<file path="src/hdl/psiet_ram.sv">
// Generic simple dual-port RAM with one write port and a registered read port.
module psiet_ram #(
  parameter int WIDTH = 8,
  parameter int DEPTH = 16,
  localparam int AW = (DEPTH > 1) ? $clog2(DEPTH) : 1
) (
  input  logic             clk,
  input  logic             wr_en,
  input  logic [AW-1:0]    wr_addr,
  input  logic [WIDTH-1:0] wr_data,
  input  logic [AW-1:0]    rd_addr,
  output logic [WIDTH-1:0] rd_data
);

  logic [WIDTH-1:0] mem [DEPTH];

  always_ff @(posedge clk) begin
    if (wr_en) begin
      mem[wr_addr] <= wr_data;
    end
    rd_data <= mem[rd_addr];
  end

endmodule
</file>
<file path="config.mk">
export PLATFORM = sky130hd
export DESIGN_NAME = psiet_ram
export DESIGN_NICKNAME = d
export VERILOG_FILES = /design/src/hdl/psiet_ram.sv
export SDC_FILE = /design/constraint.sdc
export NUM_CORES = 1
export LEC_CHECK = 0
export BUFFER_PORTS_ARGS = -buffer_cell sky130_fd_sc_hd__buf_2
export CAP_MARGIN = 20
export CORE_MARGIN = 2
export CORE_UTILIZATION = 45
export CTS_CLUSTER_DIAMETER = 50
export CTS_CLUSTER_SIZE = 14
export DETAILED_ROUTE_END_ITERATION = 6
export GPL_ROUTABILITY_DRIVEN = 0
export GPL_TIMING_DRIVEN = 0
export PLACE_DENSITY_LB_ADDON = 0.3
export SYNTH_ARGS = -nofsm -noshare
export SYNTH_HDL_FRONTEND = slang
export SYNTH_SLANG_ARGS = --single-unit
</file>
<file path="constraint.sdc">
create_clock -name clk -period 2.9 [get_ports clk]
set_input_delay 0 -clock clk [delete_from_list [all_inputs] [get_ports clk]]
set_output_delay 0 -clock clk [all_outputs]
set_load 0.03 [all_outputs]
</file>
==> impl_results.md <==
- Die width: between 100 and 150 µm
- Final net count: roughly 300
- Worst Max-Slew Pin Slew: between 800 and 900 ps
- DR WL/cell: 22.09 µm
- Buffers on Ports: 24
- Routed Antenna Nets: 0
- # Max-Cap Violations: 0
- N_diodes: 0
- Routed met3 length: between 600 and 700 µm
- First-pass GRT wire length: roughly 14 mm
- Syn_nets: approximately 250
- Worst hold path type: in -> reg
- GRT Overall Usage: 0.1677
- Routed WL: 9.610 mm
- Skew-Pair Late Insertion Delay: between 400 and 500 ps
- Setup bufs post-CTS: 0
- Drt first pass iters: 4
- Crit Path Class: reg -> reg
- Commonest non-fill, non-tap cell in the layout: edfxtp_1
- CP required: approximately 3200 ps
- Remaining Overflow, GRT: 0
- Syn Std Cell Area: just over 0.005 mm²
- Final HPWL DP: between 6 and 7 mm
- Area Overhead vs Synth: 19.25%
- Sequential area share after synthesis: 0.7778
- Highest routed layer: met4
- Yosys warnings: 0
- Max Fclk: between 600 and 700 MHz
- Starting Density: 0.4567
- Share of cells above drive strength 1: 0.3014
- RR Startpoint: mem[5][0]$_DFFE_PP_
- Vias per inst: between 5 and 6
- TritonCTS buffer count: 17
- Die Span Y: between 100 and 150 µm
- I/O pin count: 26
- Final setup vio count: 0
- Via count: around 2,300
- Final period util: 0.4930
- Die area: between 0.01 and 0.015 mm²
- Setup TNS: 0 ps
- Hold Fails Final Rpt: 0
- Row count: 39
- Crit Reg-Reg Endpoint: rd_data[0]$_DFF_P_
- Final instance area: about 0.006 mm²
- R2R depth: 3
- Metal1 wirelength: between 4 and 5 mm
- Worst Path Max Fanout: 1
- Std-Cell Core Area: about 0.011 mm²
- CTS Buffer Depth: 2
- Placed Area: ~0.0055 mm²
- CTS tree: built
- Synth Area per Inst: approximately 22 µm²
- Setup slack, reg-to-reg: roughly 1500 ps
- Leakage power: 2.074 nW
- Data arrival time of the worst path: 1710 ps
- Post-Synthesis Cells: between 200 and 250
- Yosys cell types: 19
- Yosys reg bits: 136
- Setup crit end: rd_data[0]$_DFF_P_
- Fin crit period: roughly 1400 ps
- Met2 wire len: about 4.7 mm
- Outcome: finished, final reports clean
- Largest net degree at the start of global routing: 17
- Clock root buffer: clkbuf_16
- Worst setup EP type: flop
- Clk_skew: 7.379 ps
- Final Max Slew Viols: 0
- Max-Slew Margin vs Limit: 0.4397
- Initial antenna violation count: 0
- Critical path origin: mem[5][0]$_DFFE_PP_
- Clock sinks: about 140
- Type of origin of the critical path: flop
- CTS HTree Levels: 4
- RSZ-0062 raised after global routing: no
- Pwr dens: slightly below 800 mW/mm²
- Starting DRT DRC Count: roughly 140
- Worst VDD drop: 440.6 µV
- CTS resizes: 0
- Clock-pin slew on the worst setup and hold paths: around 60 ps
- DRC viols: 0
- Vias in the first global route: between 2,000 and 2,500
- Most frequent cells in the layout: 128 x edfxtp_1, 28 x buf_2, 18 x mux4_2
## what timing repair did
action | 4_1_cts | 5_1_grt
endpoints found under the hold margin | 32 | 12
hold buffers | 2 | 1
endpoints found under the setup margin | 0 | 0
## metal layers
| layer | track usage | vias to the layer above |
|---|---|---|
| met4 | 0.07167 | 0 |
| met3 | 0.04921 | 10 |
| met5 | 0 | - |
| li1 | - | 1069 |
| met1 | 0.2152 | 1182 |
| met2 | 0.2695 | 82 |
## report_power, final
part           switching [mW]  leakage, nW  total, mW  internal, mW
registers             0.00952         1.22       2.21          2.20
logic                   0.144        0.549      0.235        0.0909
clock network           0.762        0.301       2.28          1.51
## cell families after synthesis
group	count (synthesis)	synth area share
AO/OA/AOI/OAI	16	0.02334
buffers and inverters	10	0.01677
flip-flops	136	0.7778
multiplexers	32	0.1502
AND/OR/NAND/NOR	35	0.03184
## worst min path at each step
stage               slack (ps)              endpoint  startpoint  cells after the start
floorplan                  100   mem[0][0]$_DFFE_PP_  wr_data[0]                      0
global placement           390   mem[6][5]$_DFFE_PP_  wr_data[5]                      1
detailed placement         410   mem[6][6]$_DFFE_PP_  wr_data[6]                      1
CTS                        0.4  mem[15][7]$_DFFE_PP_  wr_data[7]                      1
global route               0.5   mem[5][3]$_DFFE_PP_  wr_data[3]                      1
finish                       2   mem[4][7]$_DFFE_PP_  wr_data[7]                      1
## critical path: stages (launching register included)
cell and delay, ps:
edfxtp_1 350, mux4_1 550, a22oi_1 320, nand2_1 90
## synthesized netlist by cell type
cell type	count	share of area
clkdlybuf4s25_2	3	0.0058
and2_1	1	0.0012
nand2b_1	2	0.0024
buf_4	1	0.0015
nor3_1	4	0.0039
and2b_1	1	0.0015
nor2_1	13	0.0095
buf_6	3	0.0066
nand3_1	1	0.00097
edfxtp_1	128	0.75
or3b_2	1	0.0017
a22oi_1	16	0.023
nand3b_1	2	0.0029
buf_2	3	0.0029
nor2b_1	1	0.0012
mux4_2	18	0.079
mux4_1	14	0.071
dfxtp_1	8	0.031
nand2_1	9	0.0066
## metrics by stage
step	setup slack (ps)	std cells	power, mW	utilization	hold slack (ps)
2_1_floorplan	1407	229	2.386	-	98.87
3_3_place_gp	818.0	396	2.474	0.4832	393.4
3_5_place_dp	1183	400	2.483	0.4856	410.7
4_1_cts	1451	434	4.751	0.5437	0.4330
5_1_grt	1376	435	4.857	0.5446	0.4790
6_report	1470	435	4.720	0.5446	1.856
## area by class of cell
cell class / count / area [µm²]
Clock inverter: 14 / 205.2
Buffer: 10 / 86.33
Tap cell: 143 / 178.9
Multi-Input combinational cell: 83 / 1057
Fill cell: 844 / 5134
Clock buffer: 18 / 429.2
Timing Repair Buffer: 31 / 177.7
Sequential cell: 136 / 4004
## sequential cells by signal (all words and copies together), names as in the netlist
name / cells
mem: 128
rd_data: 8
Power figures use the tool's default switching activity.
